### config.mk
export PLATFORM = sky130hd
export DESIGN_NAME = mso_axis_scale
export DESIGN_NICKNAME = d
export VERILOG_FILES = /design/src/hw/rtl/mso_pkg.sv /design/src/hw/rtl/mso_axis_scale.sv
export SDC_FILE = /design/constraint.sdc
export NUM_CORES = 2
export LEC_CHECK = 0
export ABC_AREA = 1
export BUFFER_PORTS_ARGS = -buffer_cell sky130_fd_sc_hd__buf_2
export CAP_MARGIN = 25
export CORE_ASPECT_RATIO = 1.5
export CORE_MARGIN = 2
export CORE_UTILIZATION = 38
export CTS_BUF_LIST = sky130_fd_sc_hd__clkbuf_8
export DETAILED_ROUTE_END_ITERATION = 8
export PLACE_DENSITY_LB_ADDON = 0.1
export SETUP_SLACK_MARGIN = 0.3
export SYNTH_ARGS = -nofsm -noshare
export SYNTH_HDL_FRONTEND = slang
export SYNTH_SLANG_ARGS = --single-unit
### constraint.sdc
create_clock -name i_clk -period 6 [get_ports i_clk]
set_input_delay 0.6 -clock i_clk [delete_from_list [all_inputs] [get_ports i_clk]]
set_output_delay 0.6 -clock i_clk [all_outputs]
set_load 0.02 [all_outputs]
### src/hw/rtl/mso_pkg.sv
// Shared widths, gain constants, orientation codes and pipeline control types.
`default_nettype none

package mso_pkg;

    localparam int BYTE_W   = 8;
    localparam int AXIS_W   = 16;
    localparam int CFG_W    = 3;
    localparam int CFG_IDX_W = 2;
    localparam int CFG_DATA_W = 8;
    localparam int IN_DATA_W  = 6 * BYTE_W;
    localparam int OUT_DATA_W = 3 * AXIS_W;

    // magnitude of count * 1000 stays below 2^25
    localparam int MAG_W    = 25;
    localparam int SENS_W   = 11;
    localparam int RECIP_SH = 26;
    localparam int RECIP_W  = 19;
    localparam int PROD_W   = MAG_W + RECIP_W;
    localparam int QUOT_W   = 18;

    // four axis stages plus the remap stage
    localparam int PIPE_STAGES = 5;

    localparam logic [9:0] MILLI = 10'd1000;

    localparam logic [CFG_IDX_W-1:0] CFG_GAIN_SELECT       = 2'd0;
    localparam logic [CFG_IDX_W-1:0] CFG_MOUNT_ORIENTATION = 2'd1;

    localparam logic [CFG_W-1:0] GAIN_RESET   = 3'd1;
    localparam logic [CFG_W-1:0] ORIENT_RESET = 3'd0;

    localparam logic [CFG_W-1:0] ORI_TOP_0    = 3'd0;
    localparam logic [CFG_W-1:0] ORI_TOP_90   = 3'd1;
    localparam logic [CFG_W-1:0] ORI_TOP_180  = 3'd2;
    localparam logic [CFG_W-1:0] ORI_TOP_270  = 3'd3;
    localparam logic [CFG_W-1:0] ORI_BOT_0    = 3'd4;
    localparam logic [CFG_W-1:0] ORI_BOT_90   = 3'd5;
    localparam logic [CFG_W-1:0] ORI_BOT_180  = 3'd6;
    localparam logic [CFG_W-1:0] ORI_BOT_270  = 3'd7;

    localparam int SENS_0 = 1370;
    localparam int SENS_1 = 1090;
    localparam int SENS_2 = 820;
    localparam int SENS_3 = 660;
    localparam int SENS_4 = 440;
    localparam int SENS_5 = 390;
    localparam int SENS_6 = 330;
    localparam int SENS_7 = 230;

    localparam longint RECIP_ONE = longint'(1) << RECIP_SH;
    localparam longint RECIP_0 = RECIP_ONE / SENS_0;
    localparam longint RECIP_1 = RECIP_ONE / SENS_1;
    localparam longint RECIP_2 = RECIP_ONE / SENS_2;
    localparam longint RECIP_3 = RECIP_ONE / SENS_3;
    localparam longint RECIP_4 = RECIP_ONE / SENS_4;
    localparam longint RECIP_5 = RECIP_ONE / SENS_5;
    localparam longint RECIP_6 = RECIP_ONE / SENS_6;
    localparam longint RECIP_7 = RECIP_ONE / SENS_7;

    typedef struct packed {
        logic ld1;
        logic ld2;
        logic ld3;
        logic ld4;
    } t_pipe_ctl;

    function automatic logic [SENS_W-1:0] gain_sens(input logic [CFG_W-1:0] gain);
        logic [SENS_W-1:0] s;
        case (gain)
            3'd0:    s = SENS_W'(SENS_0);
            3'd1:    s = SENS_W'(SENS_1);
            3'd2:    s = SENS_W'(SENS_2);
            3'd3:    s = SENS_W'(SENS_3);
            3'd4:    s = SENS_W'(SENS_4);
            3'd5:    s = SENS_W'(SENS_5);
            3'd6:    s = SENS_W'(SENS_6);
            default: s = SENS_W'(SENS_7);
        endcase
        return s;
    endfunction

    function automatic logic [RECIP_W-1:0] gain_recip(input logic [CFG_W-1:0] gain);
        logic [RECIP_W-1:0] r;
        case (gain)
            3'd0:    r = RECIP_W'(RECIP_0);
            3'd1:    r = RECIP_W'(RECIP_1);
            3'd2:    r = RECIP_W'(RECIP_2);
            3'd3:    r = RECIP_W'(RECIP_3);
            3'd4:    r = RECIP_W'(RECIP_4);
            3'd5:    r = RECIP_W'(RECIP_5);
            3'd6:    r = RECIP_W'(RECIP_6);
            default: r = RECIP_W'(RECIP_7);
        endcase
        return r;
    endfunction

endpackage

`default_nettype wire

### src/hw/rtl/mso_axis_scale.sv
// One axis: signed count times 1000, divided by the gain sensitivity, wrapped to 16 bits.
`default_nettype none

module mso_axis_scale
    import mso_pkg::*;
(
    input  wire logic                i_clk,
    input  wire t_pipe_ctl           i_ctl,
    input  wire logic [BYTE_W-1:0]   i_high,
    input  wire logic [BYTE_W-1:0]   i_low,
    input  wire logic [SENS_W-1:0]   i_sens,
    input  wire logic [RECIP_W-1:0]  i_recip,
    output logic signed [AXIS_W-1:0] o_value
);

    logic [AXIS_W-1:0] raw;
    logic [AXIS_W-1:0] mag;
    logic [MAG_W-1:0]  n_s1_mag;
    logic [PROD_W-1:0] prod;
    logic [QUOT_W+SENS_W-1:0] qd_full;
    logic [MAG_W-1:0]  rem;
    logic [QUOT_W-1:0] quot;

    logic              r_s1_sign;
    logic [MAG_W-1:0]  r_s1_mag;
    logic              r_s2_sign;
    logic [MAG_W-1:0]  r_s2_mag;
    logic [QUOT_W-1:0] r_s2_quot;
    logic              r_s3_sign;
    logic [MAG_W-1:0]  r_s3_mag;
    logic [QUOT_W-1:0] r_s3_quot;
    logic [MAG_W-1:0]  r_s3_qd;
    logic signed [AXIS_W-1:0] r_s4_value;

    always_comb begin
        raw      = {i_high, i_low};
        mag      = raw[AXIS_W-1] ? AXIS_W'(AXIS_W'(0) - raw) : raw;
        n_s1_mag = MAG_W'(MAG_W'(mag) * MAG_W'(MILLI));
        prod     = PROD_W'(r_s1_mag) * PROD_W'(i_recip);
        qd_full  = (QUOT_W+SENS_W)'(r_s2_quot) * (QUOT_W+SENS_W)'(i_sens);
        rem      = r_s3_mag - r_s3_qd;
        quot     = (rem >= MAG_W'(i_sens)) ? QUOT_W'(r_s3_quot + QUOT_W'(1)) : r_s3_quot;
    end

    always_ff @(posedge i_clk) begin
        if (i_ctl.ld1) begin
            r_s1_sign <= raw[AXIS_W-1];
            r_s1_mag  <= n_s1_mag;
        end
        if (i_ctl.ld2) begin
            r_s2_sign <= r_s1_sign;
            r_s2_mag  <= r_s1_mag;
            r_s2_quot <= prod[RECIP_SH+QUOT_W-1:RECIP_SH];
        end
        if (i_ctl.ld3) begin
            r_s3_sign <= r_s2_sign;
            r_s3_mag  <= r_s2_mag;
            r_s3_quot <= r_s2_quot;
            r_s3_qd   <= qd_full[MAG_W-1:0];
        end
        if (i_ctl.ld4) begin
            r_s4_value <= r_s3_sign ? AXIS_W'(QUOT_W'(0) - quot) : quot[AXIS_W-1:0];
        end
    end

    assign o_value = r_s4_value;

endmodule

`default_nettype wire

* Word-level counts from Yosys, hierarchy flattened
Cells that the tools add are included. W data, S select, Z words.
Storage, ports and cells: bits in registers 144, bits of input ports 51, logic and storage cells 21
Cells by class: add/subtract/negate cells 4, multipliers 3, $lt $le $gt $ge 1, multiplexer cells 3
Operators with widths (number):
- $mux W16 | 3
- $mul A22 B19 Y41 | 1
- $sub A1 B16 Y16 const A | 2
- $ge A25 B11 Y1 | 1
- $mul A18 B11 Y25 | 1
- $sub A25 B25 Y25 | 1
- $mul A16 B7 Y22 const B | 1
- $add A16 B1 Y16 const B | 1

* Logic depth before layout (Yosys ltp)
word-level depth 5, gate-level depth with buffers 32, depth with buffers taken out 32

* Least setup slack after synthesis
OpenSTA, ideal clock, no wires.
path type reg-to-reg, start point register r_s1_mag[17], end point register r_s2_quot[16], data pin, setup time 0.262 ns, arrival 5.736 ns, data required time 5.738 ns, setup slack 0.001 ns, cell stages (with the launch flop) 25, path buffers 2, period minus slack after synthesis 5.999 ns, path through edfxtp_1 -> clkbuf_1 -> buf_1 -> nand2_1 -> fa_1 -> inv_1 -> fa_1 -> inv_1 -> fa_1 -> inv_1 -> fa_1 -> fa_1 -> inv_1 -> fa_1 -> inv_1 -> ha_1 -> nand2_1 -> nor4_1 -> a21oi_1 -> o21ai_0 -> a21o_1 -> nand2_1 -> o211ai_1 -> a21oi_1 -> xor2_1
On the way: word-level cells in the longest chain between the ends 1
RTL lines:
- start, declared | RTL line mso_axis_scale.sv:25 | logic [MAG_W-1:0] r_s1_mag;
- start signal, assigned | RTL line mso_axis_scale.sv:48 | r_s1_mag <= n_s1_mag;
- $mul A22 B19 Y41 | RTL line mso_axis_scale.sv:39 | prod = PROD_W'(r_s1_mag) * PROD_W'(i_recip);
- named net prod[42] | RTL line mso_axis_scale.sv:19 | logic [PROD_W-1:0] prod;
- end signal, assigned | RTL line mso_axis_scale.sv:53 | r_s2_quot <= prod[RECIP_SH+QUOT_W-1:RECIP_SH];
- end, declared | RTL line mso_axis_scale.sv:28 | logic [QUOT_W-1:0] r_s2_quot;
The timed path passes the listed nets, and every way through them passes these cells. A chain may end at the register's enable or synchronous reset.

* Worst setup path after layout
start point register r_s1_mag[16], end point register r_s2_quot[17], data pin
Same word-level chain as after synthesis.

==> run summary <==
Outcome -> finished clean
Initial DRC count -> 810
Initial core utilization -> 38.5%
Final Slew Violations -> 0
Crit path max-delay family -> adder cells
CTS tree -> done
Final Skew -> 18.2 ps
Period utilization -> 98.1%
Crit-path cells -> buf_12 -> buf_12 -> buf_12 -> nand2_4 -> fa_1 -> inv_1 -> fa_1 -> fa_1 -> fa_1 -> fa_1 -> fa_1 -> ha_4 -> nand2_4 -> nor2_4 -> buf_6 -> a221oi_2 -> o21ai_1 -> a21oi_2 -> o21ai_1 -> o21ai_1 -> o221ai_1 -> xor2_1
Count of final setup violators -> 0
Share of the synthesized area in the top cell type -> 35.6%
Layout area overhead -> 17.0%
Worst-Margin Slew -> 929 ps
Initial antenna violation count -> 4
Register bit total from synthesis -> 144
Max-cap viol count -> 0
Hold crit path type -> in -> reg
Die width -> 233 um
Residual DRC -> 0
Gr usage total -> 21.3%
Routed len/inst -> 16.2 um
Remaining Overflow, GRT -> 0
Area leader, netlist -> fa_1
R2r setup slk -> 110 ps
Dominant synthesized flop cell -> edfxtp_1
Io pins -> 67
Relative slew slack -> 38.0%
# clock sinks -> 144
YS warnings -> 0
Dpl ws -> -329 ps
Vias per inst -> 4.59
Global-route wire length before repair -> 133,000 um
Total CTS buffers -> 17
DP HPWL -> 70,600 um
CTS H-tree depth -> 4
Syn nets -> 4,559
Routed Antenna Nets -> 0
Die area -> 0.0808 mm2
Die height -> 347 um
Yosys cell types -> 43
WS Path Type -> reg -> reg
Crit path launch type -> register
Synthesized area -> 0.0298 mm2
CTS clock-pin slew for the worst setup and hold paths -> 80 ps
Final worst slack -> 112 ps
# fillers -> 8,091
Worst path max stage delay -> 600 ps
Routed WL -> 81,000 um
Clock root buffer -> clkbuf_8
WP data arrival -> 6150 ps
Std-Cell Rows -> 125
Vias in the first global route -> 25,300
Final #Nets -> 4,811
Clock latency on the worst-skew pair -> 520 ps
Critical Path Sink Type -> register
Fin. Hold Viols -> 0
CTS max path bufs -> 2
Layout cells sized above 1 -> 14.2%
Minimum clock period -> 5890 ps
I/O Buffers -> 66
Core area -> 0.0776 mm2
First drt pass iteration count -> 4
Post-synthesis average cell area -> 8.02 um2
RSZ-0062 raised after global routing -> true
Largest cells by area after synthesis -> fa_1, edfxtp_1, inv_1
Syn Inst Count -> 3,721
Post-synthesis sequential area ratio -> 14.5%
Area of the multi-input gates -> 0.0216 mm2
CP bufs+invs -> 5
Most used cell, CP -> fa_1
Register area -> 0.00432 mm2
Cell with the most instances after synthesis -> inv_1
CP max FO -> 8
Routability congestion estimate from global placement -> 0.872
Async set or reset register ratio after synthesis -> 0%
Pin count of the biggest net entering global routing -> 65
CP required -> 6260 ps
Synth top cells by count -> inv_1, nand2_1, fa_1
Slowest cell on crit path -> fa_1
Fmax -> 170 MHz
EDFF count, synth -> 144
Number of vias in the routed layout -> 23,000
layout by cell type (no fill, tap or decap), types with 5 or more instances in the layout:
cell and count:
inv_1 1082, nand2_1 940, fa_1 521, ha_1 232
buf_4 231, edfxtp_1 144, nor2_1 107, nand3_1 79
a21oi_1 76, xor2_1 70, buf_2 66, inv_2 38
buf_12 36, o21ai_0 30, nand4_1 29, xnor2_1 27
nand2_2 26, ha_4 23, buf_6 22, a21oi_2 20
o21ai_1 18, nor3_1 17, clkbuf_8 17, nor2_2 11
nand2_4 10, fa_2 9, a21oi_4 7, o211ai_1 7
o21ai_2 6, o21a_1 6, a31oi_1 5, o21bai_1 5
nand3b_1 5
metal layers:
metal / routed length, um / GRT usage [%] / up-vias / share of wire (%)
met3: 1550 / 1.82 / 107 / 1.9
met2: 44700 / 41.4 / 281 / 55
met1: 31900 / 24.0 / 11300 / 39
met5: 0 / 0 / - / 0
met4: 2940 / 7.27 / 0 / 3.6
li1: - / - / 11300 / -
final timing paths:
path | depth (start not counted) | to | startpoint
hold reg to reg | 0 | r_s3_mag[16] | r_s2_mag[16]
setup reg to reg | 22 | r_s2_quot[17] | r_s1_mag[16]
setup / recovery | 22 | r_s2_quot[17] | r_s1_mag[16]
hold / removal | 1 | r_s1_sign | i_high[7]
state kept, by name, summed over array words and instances (netlist names):
| name | cells |
|---|---|
| r_s3_sign | 1 |
| o_value | 16 |
| r_s2_mag | 22 |
| r_s3_quot | 16 |
| r_s1_sign | 1 |
| r_s3_qd | 25 |
| r_s1_mag | 22 |
| r_s2_quot | 18 |
| r_s3_mag | 22 |
| r_s2_sign | 1 |
cells by family (layout without fill, tap and decap cells):
family,after synthesis,in the layout,share of synthesized area [%]
xor gates and xnor gates,103,103,3.02
other,0,2,0
buffers and inverters,1248,1511,15.8
adders and majority gates,787,787,46.3
AOI/OAI and AO/OA,196,196,3.64
and+or+nand+nor,1243,1243,16.7
DFF,144,144,14.5
metrics by stage:
stage,utilization (%),area [um2],hold WS [ps],instances,setup TNS (ps)
floorplan,-,30000,400,3721,0
global placement,42.8,33200,401,4914,-2350
detailed placement,42.8,33200,405,4914,-3080
CTS,44.3,34400,305,4986,0
global route,45.0,34900,337,5001,-280
finish,45.0,34900,360,5002,0
area by class of cell:
class	instances	area share (%)
Timing Repair Buffer	359	8.86
Clock buffer	17	0.670
Tap cell	1016	3.64
Antenna cell	2	0.0143
Inverter	1122	12.1
Sequential cell	144	12.4
Multi-Input combinational cell	2329	61.9
Clock inverter	13	0.487
worst register-to-register path: cells and delay by family (launching register included):
family / cells / cell delay [ps]
adders and majority gates: 7 / 3460
xor gates and xnor gates: 1 / 160
and+or+nand+nor: 3 / 190
DFF: 1 / 400
buffers and inverters: 5 / 550
AOI/OAI and AO/OA: 6 / 880
timing repair:
action,4_1_cts,5_1_grt
gates resized for setup,97,104
setup buffers,42,14
endpoints found under the setup margin,15,22
hold buffers,0,0
pin swaps,56,72
hold endpoints to repair,0,0
Power is left out: the tool's default activity adds up to more than one toggle a clock period on the data nets, which glitch-free logic cannot reach.
