<file path="src/hw/rtl/mso_pkg.sv">
// Shared widths, gain constants, orientation codes and pipeline control types.
`default_nettype none

package mso_pkg;

    localparam int BYTE_W   = 8;
    localparam int AXIS_W   = 16;
    localparam int CFG_W    = 3;
    localparam int CFG_IDX_W = 2;
    localparam int CFG_DATA_W = 8;
    localparam int IN_DATA_W  = 6 * BYTE_W;
    localparam int OUT_DATA_W = 3 * AXIS_W;

    // magnitude of count * 1000 stays below 2^25
    localparam int MAG_W    = 25;
    localparam int SENS_W   = 11;
    localparam int RECIP_SH = 26;
    localparam int RECIP_W  = 19;
    localparam int PROD_W   = MAG_W + RECIP_W;
    localparam int QUOT_W   = 18;

    // four axis stages plus the remap stage
    localparam int PIPE_STAGES = 5;

    localparam logic [9:0] MILLI = 10'd1000;

    localparam logic [CFG_IDX_W-1:0] CFG_GAIN_SELECT       = 2'd0;
    localparam logic [CFG_IDX_W-1:0] CFG_MOUNT_ORIENTATION = 2'd1;

    localparam logic [CFG_W-1:0] GAIN_RESET   = 3'd1;
    localparam logic [CFG_W-1:0] ORIENT_RESET = 3'd0;

    localparam logic [CFG_W-1:0] ORI_TOP_0    = 3'd0;
    localparam logic [CFG_W-1:0] ORI_TOP_90   = 3'd1;
    localparam logic [CFG_W-1:0] ORI_TOP_180  = 3'd2;
    localparam logic [CFG_W-1:0] ORI_TOP_270  = 3'd3;
    localparam logic [CFG_W-1:0] ORI_BOT_0    = 3'd4;
    localparam logic [CFG_W-1:0] ORI_BOT_90   = 3'd5;
    localparam logic [CFG_W-1:0] ORI_BOT_180  = 3'd6;
    localparam logic [CFG_W-1:0] ORI_BOT_270  = 3'd7;

    localparam int SENS_0 = 1370;
    localparam int SENS_1 = 1090;
    localparam int SENS_2 = 820;
    localparam int SENS_3 = 660;
    localparam int SENS_4 = 440;
    localparam int SENS_5 = 390;
    localparam int SENS_6 = 330;
    localparam int SENS_7 = 230;

    localparam longint RECIP_ONE = longint'(1) << RECIP_SH;
    localparam longint RECIP_0 = RECIP_ONE / SENS_0;
    localparam longint RECIP_1 = RECIP_ONE / SENS_1;
    localparam longint RECIP_2 = RECIP_ONE / SENS_2;
    localparam longint RECIP_3 = RECIP_ONE / SENS_3;
    localparam longint RECIP_4 = RECIP_ONE / SENS_4;
    localparam longint RECIP_5 = RECIP_ONE / SENS_5;
    localparam longint RECIP_6 = RECIP_ONE / SENS_6;
    localparam longint RECIP_7 = RECIP_ONE / SENS_7;

    typedef struct packed {
        logic ld1;
        logic ld2;
        logic ld3;
        logic ld4;
    } t_pipe_ctl;

    function automatic logic [SENS_W-1:0] gain_sens(input logic [CFG_W-1:0] gain);
        logic [SENS_W-1:0] s;
        case (gain)
            3'd0:    s = SENS_W'(SENS_0);
            3'd1:    s = SENS_W'(SENS_1);
            3'd2:    s = SENS_W'(SENS_2);
            3'd3:    s = SENS_W'(SENS_3);
            3'd4:    s = SENS_W'(SENS_4);
            3'd5:    s = SENS_W'(SENS_5);
            3'd6:    s = SENS_W'(SENS_6);
            default: s = SENS_W'(SENS_7);
        endcase
        return s;
    endfunction

    function automatic logic [RECIP_W-1:0] gain_recip(input logic [CFG_W-1:0] gain);
        logic [RECIP_W-1:0] r;
        case (gain)
            3'd0:    r = RECIP_W'(RECIP_0);
            3'd1:    r = RECIP_W'(RECIP_1);
            3'd2:    r = RECIP_W'(RECIP_2);
            3'd3:    r = RECIP_W'(RECIP_3);
            3'd4:    r = RECIP_W'(RECIP_4);
            3'd5:    r = RECIP_W'(RECIP_5);
            3'd6:    r = RECIP_W'(RECIP_6);
            default: r = RECIP_W'(RECIP_7);
        endcase
        return r;
    endfunction

endpackage

`default_nettype wire

</file>
<file path="src/hw/rtl/mso_orient.sv">
// Output stage: sign and swap of scaled sensor axes into the body frame.
`default_nettype none

module mso_orient
    import mso_pkg::*;
(
    input  wire logic                i_clk,
    input  wire logic                i_load,
    input  wire logic [CFG_W-1:0]    i_orient,
    input  wire logic [AXIS_W-1:0]   i_sx,
    input  wire logic [AXIS_W-1:0]   i_sy,
    input  wire logic [AXIS_W-1:0]   i_sz,
    output logic [OUT_DATA_W-1:0]    o_data
);

    logic [AXIS_W-1:0] nx;
    logic [AXIS_W-1:0] ny;
    logic [AXIS_W-1:0] nz;
    logic [AXIS_W-1:0] n_bx;
    logic [AXIS_W-1:0] n_by;
    logic [AXIS_W-1:0] n_bz;
    logic [AXIS_W-1:0] r_bx;
    logic [AXIS_W-1:0] r_by;
    logic [AXIS_W-1:0] r_bz;

    always_comb begin
        nx = AXIS_W'(AXIS_W'(0) - i_sx);
        ny = AXIS_W'(AXIS_W'(0) - i_sy);
        nz = AXIS_W'(AXIS_W'(0) - i_sz);
        case (i_orient)
            ORI_TOP_0:   begin n_bx = nx;   n_by = i_sy; n_bz = nz;   end
            ORI_TOP_90:  begin n_bx = ny;   n_by = nx;   n_bz = nz;   end
            ORI_TOP_180: begin n_bx = i_sx; n_by = ny;   n_bz = nz;   end
            ORI_TOP_270: begin n_bx = i_sy; n_by = i_sx; n_bz = nz;   end
            ORI_BOT_0:   begin n_bx = nx;   n_by = ny;   n_bz = i_sz; end
            ORI_BOT_90:  begin n_bx = ny;   n_by = i_sx; n_bz = i_sz; end
            ORI_BOT_180: begin n_bx = i_sx; n_by = i_sy; n_bz = i_sz; end
            default:     begin n_bx = i_sy; n_by = nx;   n_bz = i_sz; end
        endcase
    end

    always_ff @(posedge i_clk) begin
        if (i_load) begin
            r_bx <= n_bx;
            r_by <= n_by;
            r_bz <= n_bz;
        end
    end

    assign o_data = {r_bz, r_by, r_bx};

endmodule

`default_nettype wire

</file>
<file path="config.mk">
export PLATFORM = sky130hd
export DESIGN_NAME = mso_orient
export DESIGN_NICKNAME = d
export VERILOG_FILES = /design/src/hw/rtl/mso_pkg.sv /design/src/hw/rtl/mso_orient.sv
export SDC_FILE = /design/constraint.sdc
export NUM_CORES = 1
export LEC_CHECK = 0
export BUFFER_PORTS_ARGS = -buffer_cell sky130_fd_sc_hd__buf_2
export CAP_MARGIN = 30
export CORE_ASPECT_RATIO = 0.6
export CORE_UTILIZATION = 30
export CTS_CLUSTER_SIZE = 16
export DETAILED_ROUTE_END_ITERATION = 7
export SKIP_CTS_REPAIR_TIMING = 1
export SLEW_MARGIN = 20
export SYNTH_ARGS = -nofsm -noshare
export SYNTH_HDL_FRONTEND = slang
export SYNTH_SLANG_ARGS = --single-unit
</file>
<file path="constraint.sdc">
create_clock -name i_clk -period 2.45 [get_ports i_clk]
set_clock_uncertainty 0.2 [all_clocks]
set_input_delay 0.1225 -clock i_clk [delete_from_list [all_inputs] [get_ports i_clk]]
set_output_delay 0.1225 -clock i_clk [all_outputs]
set_load 0.1 [all_outputs]
</file>
# == After elaboration in Yosys (flattened, before gate mapping) ==
# Index checks and enable logic that the tools add are counted.
# totals
word_cells,23
output_inout_bits,48
in_bits,53
regBits,48
# classes
add_sub_neg,3
reduce_logical,8
n_eq_ne,6
muxes,3
# ops
operator,count
case mux 16 bit (3 select lines),2
"subtractor 1 x 16 -> 16 bit, first input constant",3
2-to-1 mux 16 bit,1
OR reduction 2 bit,6
"== test 3 bit, second input constant",3
"== test 3 x 2 -> 1 bit, second input constant",2
OR reduction 4 bit,1
"== test 3 x 1 -> 1 bit, second input constant",1
logical NOT 3 bit,1

# == Logic depth before layout (Yosys ltp) ==
# Gate-level depths: netlist (run 1).
# logic_depth
depth_word,3
mapped_depth,7
mapped_depth_nobuf,7

# == Worst setup path before layout (run 1) ==
# No wires, ideal clock.
# synth_path
kind,input -> register
start,input port i_sy[4]
end,"register r_by[12], data pin"
arrival_time_ps,1371
cell_stages,6
required_ps,1980
path_buffers,1
setup_time_ps,270
path_slack_ps,609
path_cell_list,buf_2 -> or4_4 -> nor4b_4 -> nor3_1 -> nor3_1 -> a21oi_1
# synth_via
elab_chain_len,2
# synth_rtl
item,line,source
start: declaration,mso_orient.sv:11,"input wire logic [AXIS_W-1:0] i_sy,"
subtractor 1 x 16 -> 16 bit,mso_orient.sv:28,ny = AXIS_W'(AXIS_W'(0) - i_sy);
case mux 16 bit (3 select lines),mso_orient.sv:30,case (i_orient)
named net n_by[12],mso_orient.sv:20,logic [AXIS_W-1:0] n_by;
end signal: assignment,mso_orient.sv:45,r_by <= n_by;
end: declaration,mso_orient.sv:23,logic [AXIS_W-1:0] r_by;
# The timed path passes the listed nets, and every way through them passes these cells.
# A chain may end at the register's enable or synchronous reset.

# == Final worst setup path (run 1) ==
# layout_path
start,input port i_sz[7]
end,"register r_bz[15], data pin"
# layout_via
elab_chain_len,2
# layout_rtl
item,line,source
start: declaration,mso_orient.sv:12,"input wire logic [AXIS_W-1:0] i_sz,"
subtractor 1 x 16 -> 16 bit,mso_orient.sv:29,nz = AXIS_W'(AXIS_W'(0) - i_sz);
2-to-1 mux 16 bit,mso_orient.sv:30,
named net n_bz[15],mso_orient.sv:21,logic [AXIS_W-1:0] n_bz;
end signal: assignment,mso_orient.sv:46,r_bz <= n_bz;
end: declaration,mso_orient.sv:24,logic [AXIS_W-1:0] r_bz;
# The timed path passes the listed nets, and every way through them passes these cells.

==> results of run 1 <==
[worst paths after layout]
kind / startpoint / to / depth (start not counted)
setup / recovery: i_sz[7] / r_bz[15]$_DFFE_PP_ / 7
hold / removal: i_sx[0] / r_by[0]$_DFFE_PP_ / 3
[synthesized netlist by cell type, drive strengths merged, types with 2 or more instances]
master  count  share of area
a21oi      29          0.043
nand3b      4         0.0090
mux2i      11          0.033
o41ai       2         0.0075
o22ai      16          0.030
nand2      18          0.020
o32a        3         0.0090
nor2       41          0.046
edfxtp     48           0.43
or4         4          0.011
nor4       11          0.040
nand2b      8          0.015
nor2b       6          0.011
o21ai      12          0.018
nand4       3         0.0056
o21a        2         0.0045
a32oi       3         0.0078
clkbuf      6         0.0067
xor2       26          0.068
or3         2         0.0037
a21o        2         0.0045
and3        2         0.0037
nor3       21          0.031
a22oi       3         0.0067
ha          3          0.011
xnor2      15          0.039
mux4        2          0.013
buf        13          0.019
nand3       5         0.0075
inv         9          0.010
[power by group]
part / internal [W] / switching, W
Combinational: 0.000263 / 0.000981
Clock: 0.000480 / 0.000315
Sequential: 0.00102 / 0.0000222
[cell type report]
class                           instances  area [µm²]
Timing Repair Buffer                  124         723
Multi-Input combinational cell        266        1790
Tap cell                              139         174
Sequential cell                        48        1440
Fill cell                            1064        6370
Inverter                                9        33.8
Clock inverter                          3        42.5
Clock buffer                            5         125
[stage by stage]
step | utilization | total power, W | instances | cell area [µm²] | worst slack [ps]
final | 0.405 | 0.00308 | 594 | 4330 | 352
after global placement | 0.378 | 0.00228 | 574 | 4040 | 431
after CTS | 0.393 | 0.00309 | 582 | 4210 | 660
after floorplan | - | 0.00203 | 342 | 3350 | 609
after detailed placement | 0.378 | 0.00229 | 574 | 4040 | 332
after global routing | 0.405 | 0.00320 | 594 | 4330 | 170
[sequential cells by signal, summed over array words and instances (netlist names)]
| signal | cells |
|---|---|
| r_bx | 16 |
| r_by | 16 |
| r_bz | 16 |
[per-layer routing]
| layer | wire length [µm] | GRT usage | vias to the layer above |
|---|---|---|---|
| met2 | 4250 | 0.247 | 133 |
| li1 | - | - | 1506 |
| met1 | 4920 | 0.254 | 1528 |
| met4 | 98 | 0.0347 | 0 |
| met5 | 0 | 0 | - |
| met3 | 843 | 0.0528 | 11 |
[cell families after synthesis]
logic type,share of synthesized area
simple gates,0.218
xor+xnor,0.107
flops,0.430
fa+ha+maj,0.0112
compound gates,0.149
buf+inv,0.0362
mux,0.0496
[worst max-delay path, delay by kind of cell]
family                 cells  cell delay (ps)
XOR/XNOR                   1              160
buffers and inverters      2              690
AND/OR/NAND/NOR            3              790
AO/OA/AOI/OAI              1              150
==> flow_metrics.tcl, run 1 <==
set metrics [dict create \
    status "complete, but fails checks" \
    violations "design-rule violations, negative hold slack" \
    synth_area_um2 3350 \
    ys_types 48 \
    cts-buffers-inserted 5 \
    drt_iter0_drc 173 \
    maxCapViolCount 0 \
    hold_class "input pin to flip-flop" \
    place_congestion 0.899 \
    viasPerCell 5.35 \
    finalCritPeriodShare 0.856 \
    grt_max_degree 29 \
    finalMaxSlewViolations 0 \
    layout-drive-gt1-share 0.295 \
    layout_common_cells "buf_2 (100), edfxtp_1 (48), nor2_1 (41)" \
    synth_edf_count 48 \
    first_pass_iters 6 \
    die_w_um 138 \
    syn_avg_cell_area_um2 9.80 \
    cp.required_ps 2280 \
    setup_viol 0 \
    cts_htree_levels 2 \
    diodes 0 \
    die_y_um 83.9 \
    synth_top_flop_cell "edfxtp_1" \
    end_kind "flip-flop" \
    yosys_warnings 0 \
    start_util 0.313 \
    fin_crit_ps 2100 \
    tightest_slew_ps 540 \
    crit_slowest_cell "dlygate4sd3_1" \
    crit_type "input pin to flip-flop" \
    powerDensity_nw_per_um2 712 \
    grt_overflow 0 \
    synthCells 342 \
    route.detailed.drc 12 \
    hpwl_um 7480 \
    ir_drop_mv 0.260 \
    synthArstFlopShare 0 \
    cp_cell_sequence "dlygate4sd3_1, buf_2, nor4_1, nand2b_1, nor2b_1, a31oi_1, xor2_1" \
    fin_hold_ws_ps -25.1 \
    antenna_left 0 \
    grt_pass1_vias 2958 \
    port_buffers 100 \
    critical_path.max_fanout 3 \
    rsz0062_at_grt "no" \
    cts_tree "done" \
    cts_root_buf "clkbuf_16" \
    fmax_ghz 0.477 \
    fin_tns_setup_ps 0 \
    syn_nets 398 \
    die_area_um2 11600 \
    wl_per_cell_um 17.0 \
    cts.sinks 48 \
    io-pin-count 101 \
    finalHoldViolations 3 \
    antenna_found_initial 1 \
    row_count 29 \
    critPathMaxStageDelay_ps 540 \
    cp.arrival_ps 1930 \
    maxSlewHeadroom 0.640 \
    nets 510 \
    synth-seq-area-share 0.430 \
    ys_seq_elements 48 \
    wl_um 10100 \
    clk_path_buf_depth 2 \
    coreArea_um2 10700 \
    synthToLayoutAreaGrowth_pct 29.1 \
    grt_pass1_wl_um 15700 \
    final_common_cell "buf_2" \
    clkTransAtPathRegs_ps 60 \
    grt_util_all_layers 0.173 \
    leakagePower_nw 1.72 \
    num_vias 3178 \
    worst_setup_path_start_kind "input pin" \
]
No activity file was read; power rests on OpenSTA's default activity.
==> run 2, diff against run 1 <==
--- a/config.mk
+++ b/config.mk
@@ -11,8 +11,8 @@
 export CORE_UTILIZATION = 30
 export CTS_CLUSTER_SIZE = 16
 export DETAILED_ROUTE_END_ITERATION = 7
+export RECOVER_POWER = 50
 export SKIP_CTS_REPAIR_TIMING = 1
-export SLEW_MARGIN = 20
 export SYNTH_ARGS = -nofsm -noshare
 export SYNTH_HDL_FRONTEND = slang
 export SYNTH_SLANG_ARGS = --single-unit
==> flow_metrics.tcl, run 2 (synthesized netlist as in run 1, its figures left out) <==
set metrics [dict create \
    crit_type "input pin to flip-flop" \
    grt_overflow 0 \
    fin_crit_ps 2120 \
    tightest_slew_ps 1260 \
    nets 510 \
    worst_setup_path_start_kind "input pin" \
    finalCritPeriodShare 0.866 \
    drt_iter0_drc 223 \
    hpwl_um 7480 \
    finalInstanceArea_um2 4290 \
    finalHoldViolations 2 \
    finalMaxSlewViolations 0 \
    wl_per_cell_um 17.0 \
    clkTransAtPathRegs_ps 70 \
    maxSlewHeadroom 0.162 \
    violations "design-rule violations, negative hold slack" \
    cts-buffers-inserted 5 \
    powerDensity_nw_per_um2 716 \
    grt_pass1_vias 2958 \
    place_area_um2 4040 \
    cp.required_ps 2280 \
    layout_setup_ws_ps 329 \
    layout_common_cells "buf_2 (79), edfxtp_1 (48), nor2_1 (41)" \
    p_clk_frac 0.258 \
    cts_tree "done" \
    fillers 1072 \
    hold_class "input pin to flip-flop" \
    antenna_left 0 \
    synthToLayoutAreaGrowth_pct 27.9 \
    fin_hold_ws_ps -26.0 \
    ir_drop_mv 0.256 \
    seq_power_share 0.341 \
    end_kind "flip-flop" \
    setup_viol 0 \
    layout-drive-gt1-share 0.248 \
    port_buffers 100 \
    layout.cells.non_filler 594 \
    grt_max_degree 29 \
    place_congestion 0.899 \
    viasPerCell 5.36 \
    maxCapViolCount 0 \
    fmax_ghz 0.471 \
    wl_um 10100 \
    row_count 29 \
    cts_root_buf "clkbuf_16" \
    pre_cts_ws_ps 332 \
    io-pin-count 101 \
    grt_pass1_wl_um 15700 \
    critical_path.max_fanout 28 \
    status "complete, but fails checks" \
    final_common_cell "buf_2" \
    start_util 0.313 \
    power.switching_w 0.00132 \
    reg_top3 "r_bx: 16 flops, r_by: 16 flops, r_bz: 16 flops" \
    cp.arrival_ps 1960 \
    route.detailed.drc 12 \
    cts.sinks 48 \
    diodes 0 \
    die_w_um 138 \
    fin_tns_setup_ps 0 \
    p_sw_frac 0.429 \
    intPower_w 0.00175 \
    pwr-share-comb 0.401 \
    first_pass_iters 6 \
    coreArea_um2 10700 \
    rsz0062_at_grt "no" \
    dp_cells 574 \
    antenna_found_initial 1 \
    clk_path_buf_depth 2 \
    die_y_um 83.9 \
    grt_util_all_layers 0.173 \
    leakagePower_nw 1.66 \
    cts_htree_levels 2 \
    num_vias 3181 \
    die_area_um2 11600 \
]
-- run 2: path summary, 6_finish.rpt --
path	from	end	slack [ps]	cells past startpoint
setup / recovery	i_orient[0]	r_bx[5]$_DFFE_PP_	330	4
hold / removal	i_sx[0]	r_by[0]$_DFFE_PP_	-30	3
-- run 2: metal layers --
metal  share of wire  up-vias  global-route usage
li1                -     1502                   -
met1            0.48     1542               0.254
met2            0.42      126               0.247
met3           0.084       11              0.0528
met4          0.0097        0              0.0347
met5               0        -                   0
-- run 2: cell type report --
cell class	instances	area (µm²)	share of cell area
Clock inverter	3	42.5	0.00992
Sequential cell	48	1440	0.336
Clock buffer	5	125	0.0292
Timing Repair Buffer	124	682	0.159
Multi-Input combinational cell	266	1790	0.417
Tap cell	139	174	0.0405
Inverter	9	33.8	0.00788
-- run 2: power by group through the flow --
| stage | Clock, W | Combinational, W | Sequential (W) |
|---|---|---|---|
| floorplan | 0 | 0.000284 | 0.00175 |
| CTS | 0.000818 | 0.00123 | 0.00105 |
| detailed placement | 0 | 0.00123 | 0.00106 |
| global route | 0.000847 | 0.00129 | 0.00106 |
| global placement | 0 | 0.00122 | 0.00106 |
| finish | 0.000792 | 0.00123 | 0.00105 |
-- run 2: through the flow --
stage          total power, W   util
2_1_floorplan         0.00203      -
3_3_place_gp          0.00228  0.378
3_5_place_dp          0.00229  0.378
4_1_cts               0.00309  0.393
5_1_grt               0.00319  0.401
6_report              0.00307  0.401
-- run 2: worst max-delay path, stage by stage --
cell      delay [ps]
clkbuf_1         900
nand2b_1         500
o22ai_1          310
o22ai_1          100
==> run 3, diff against run 2 <==
--- a/config.mk
+++ b/config.mk
@@ -8,9 +8,11 @@
 export BUFFER_PORTS_ARGS = -buffer_cell sky130_fd_sc_hd__buf_2
 export CAP_MARGIN = 30
 export CORE_ASPECT_RATIO = 0.6
-export CORE_UTILIZATION = 30
+export CORE_UTILIZATION = 50
 export CTS_CLUSTER_SIZE = 16
 export DETAILED_ROUTE_END_ITERATION = 7
+export GPL_ROUTABILITY_DRIVEN = 0
+export PLACE_DENSITY = 0.78
 export RECOVER_POWER = 50
 export SKIP_CTS_REPAIR_TIMING = 1
 export SYNTH_ARGS = -nofsm -noshare
==> flow_metrics.tcl, run 3 (synthesized netlist as in run 1, its figures left out) <==
set metrics [dict create \
    grt_pass1_wl_um 14400 \
    final_common_cell "buf_2" \
    viasPerCell 6.03 \
    powerDensity_nw_per_um2 727 \
    antenna_found_initial 0 \
    die_y_um 65.4 \
    cts.sinks 48 \
    diodes 0 \
    fin_crit_ps 2210 \
    cp.arrival_ps 2050 \
    layout_setup_ws_ps 244 \
    finalInstanceArea_um2 4240 \
    fmax_ghz 0.453 \
    grt_overflow 0 \
    cts_root_buf "clkbuf_8" \
    cts_tree "done" \
    rsz0062_at_grt "no" \
    wl_per_cell_um 18.1 \
    leakagePower_nw 1.66 \
    finalHoldViolations 2 \
    hpwl_um 6990 \
    grt_util_all_layers 0.274 \
    cts_htree_levels 2 \
    die_area_um2 7050 \
    finalMaxSlewViolations 0 \
    crit_buf_inv 3 \
    maxCapViolCount 0 \
    clkTransAtPathRegs_ps 90 \
    ir_drop_mv 0.423 \
    row_count 22 \
    cts-buffers-inserted 5 \
    port_buffers 100 \
    first_pass_iters 5 \
    grt_max_degree 32 \
    antenna_left 0 \
    layout_common_cells "buf_2 (76), edfxtp_1 (48), nor2_1 (41)" \
    end_kind "flip-flop" \
    start_util 0.532 \
    layout-drive-gt1-share 0.237 \
    clk_path_buf_depth 2 \
    maxSlewHeadroom 0.143 \
    hold_class "input pin to flip-flop" \
    tightest_slew_ps 1290 \
    status "complete, but fails checks" \
    die_w_um 108 \
    setup_viol 0 \
    path_delay_family "simple AND/OR/NAND/NOR gates" \
    grt_pass1_vias 2893 \
    nets 514 \
    worst_setup_path_start_kind "input pin" \
    finalCritPeriodShare 0.900 \
    crit_type "input pin to flip-flop" \
    io-pin-count 101 \
    fin_tns_setup_ps 0 \
    wl_um 9820 \
    synthToLayoutAreaGrowth_pct 26.5 \
    critical_path.max_fanout 5 \
    violations "negative hold slack" \
    crit_slowest_cell "dlygate4sd3_1" \
    drt_iter0_drc 287 \
    fillers 510 \
    power_w 0.00308 \
    coreArea_um2 6300 \
    critPathMaxStageDelay_ps 530 \
    reg_top3 "r_bx: 16 flops, r_by: 16 flops, r_bz: 16 flops" \
    route.detailed.drc 0 \
    fin_hold_ws_ps -39.3 \
    cp.required_ps 2290 \
    pre_cts_ws_ps 377 \
    place_area_um2 3970 \
    num_vias 3275 \
    cp_cell_sequence "dlygate4sd3_1, clkbuf_1, inv_1, ha_1, and2b_1, nand4_1, and3_1, nor3_1, a21oi_1" \
]
run 3: cell count changes in the layout (fill, tap and decap cells not counted), sizes merged:
cell         change
dlygate4sd3      +3
bufinv           +2
buf              -3
clkinvlp         -1
clkbuf           +4
clkinv           -1
run 3: final timing paths:
| check | startpoint | to | slack [ps] | cells after the start |
|---|---|---|---|---|
| setup / recovery | i_sy[0] | r_by[14]$_DFFE_PP_ | 240 | 9 |
| hold / removal | i_sx[0] | r_by[0]$_DFFE_PP_ | -40 | 3 |
run 3: final cells by class:
type | count | area, µm² | area share
timing repair buffer | 128 | 711 | 0.168
tap | 84 | 105 | 0.0248
clock inverter | 3 | 90.1 | 0.0212
multi-input combinational | 266 | 1790 | 0.422
clock buffer | 5 | 68.8 | 0.0162
inverter | 9 | 33.8 | 0.00797
sequential | 48 | 1440 | 0.340
run 3: stage by stage:
step | util | hold slack, ps | instances
6_report | 0.673 | -39.3 | 543
5_1_grt | 0.673 | 20.5 | 543
2_1_floorplan | - | 21.4 | 342
3_3_place_gp | 0.630 | 131 | 520
4_1_cts | 0.655 | -175 | 528
3_5_place_dp | 0.630 | 134 | 520
run 3: report_power, final:
part	switching [W]	internal, W	total, W
Sequential	0.0000261	0.00102	0.00105
Clock	0.000283	0.000510	0.000793
Combinational	0.000989	0.000251	0.00124
run 3: worst min-delay path, stage by stage:
cell	delay, ps
buf_2	120
nand2_1	50
o21ai_0	60
run 3: per-layer routing:
layer  GRT usage  up-vias  part of all wire
li1            -     1508                 -
met1       0.402     1530              0.43
met2       0.402      212              0.44
met3      0.0685       25              0.12
met4      0.0702        0             0.020
met5           0        -                 0
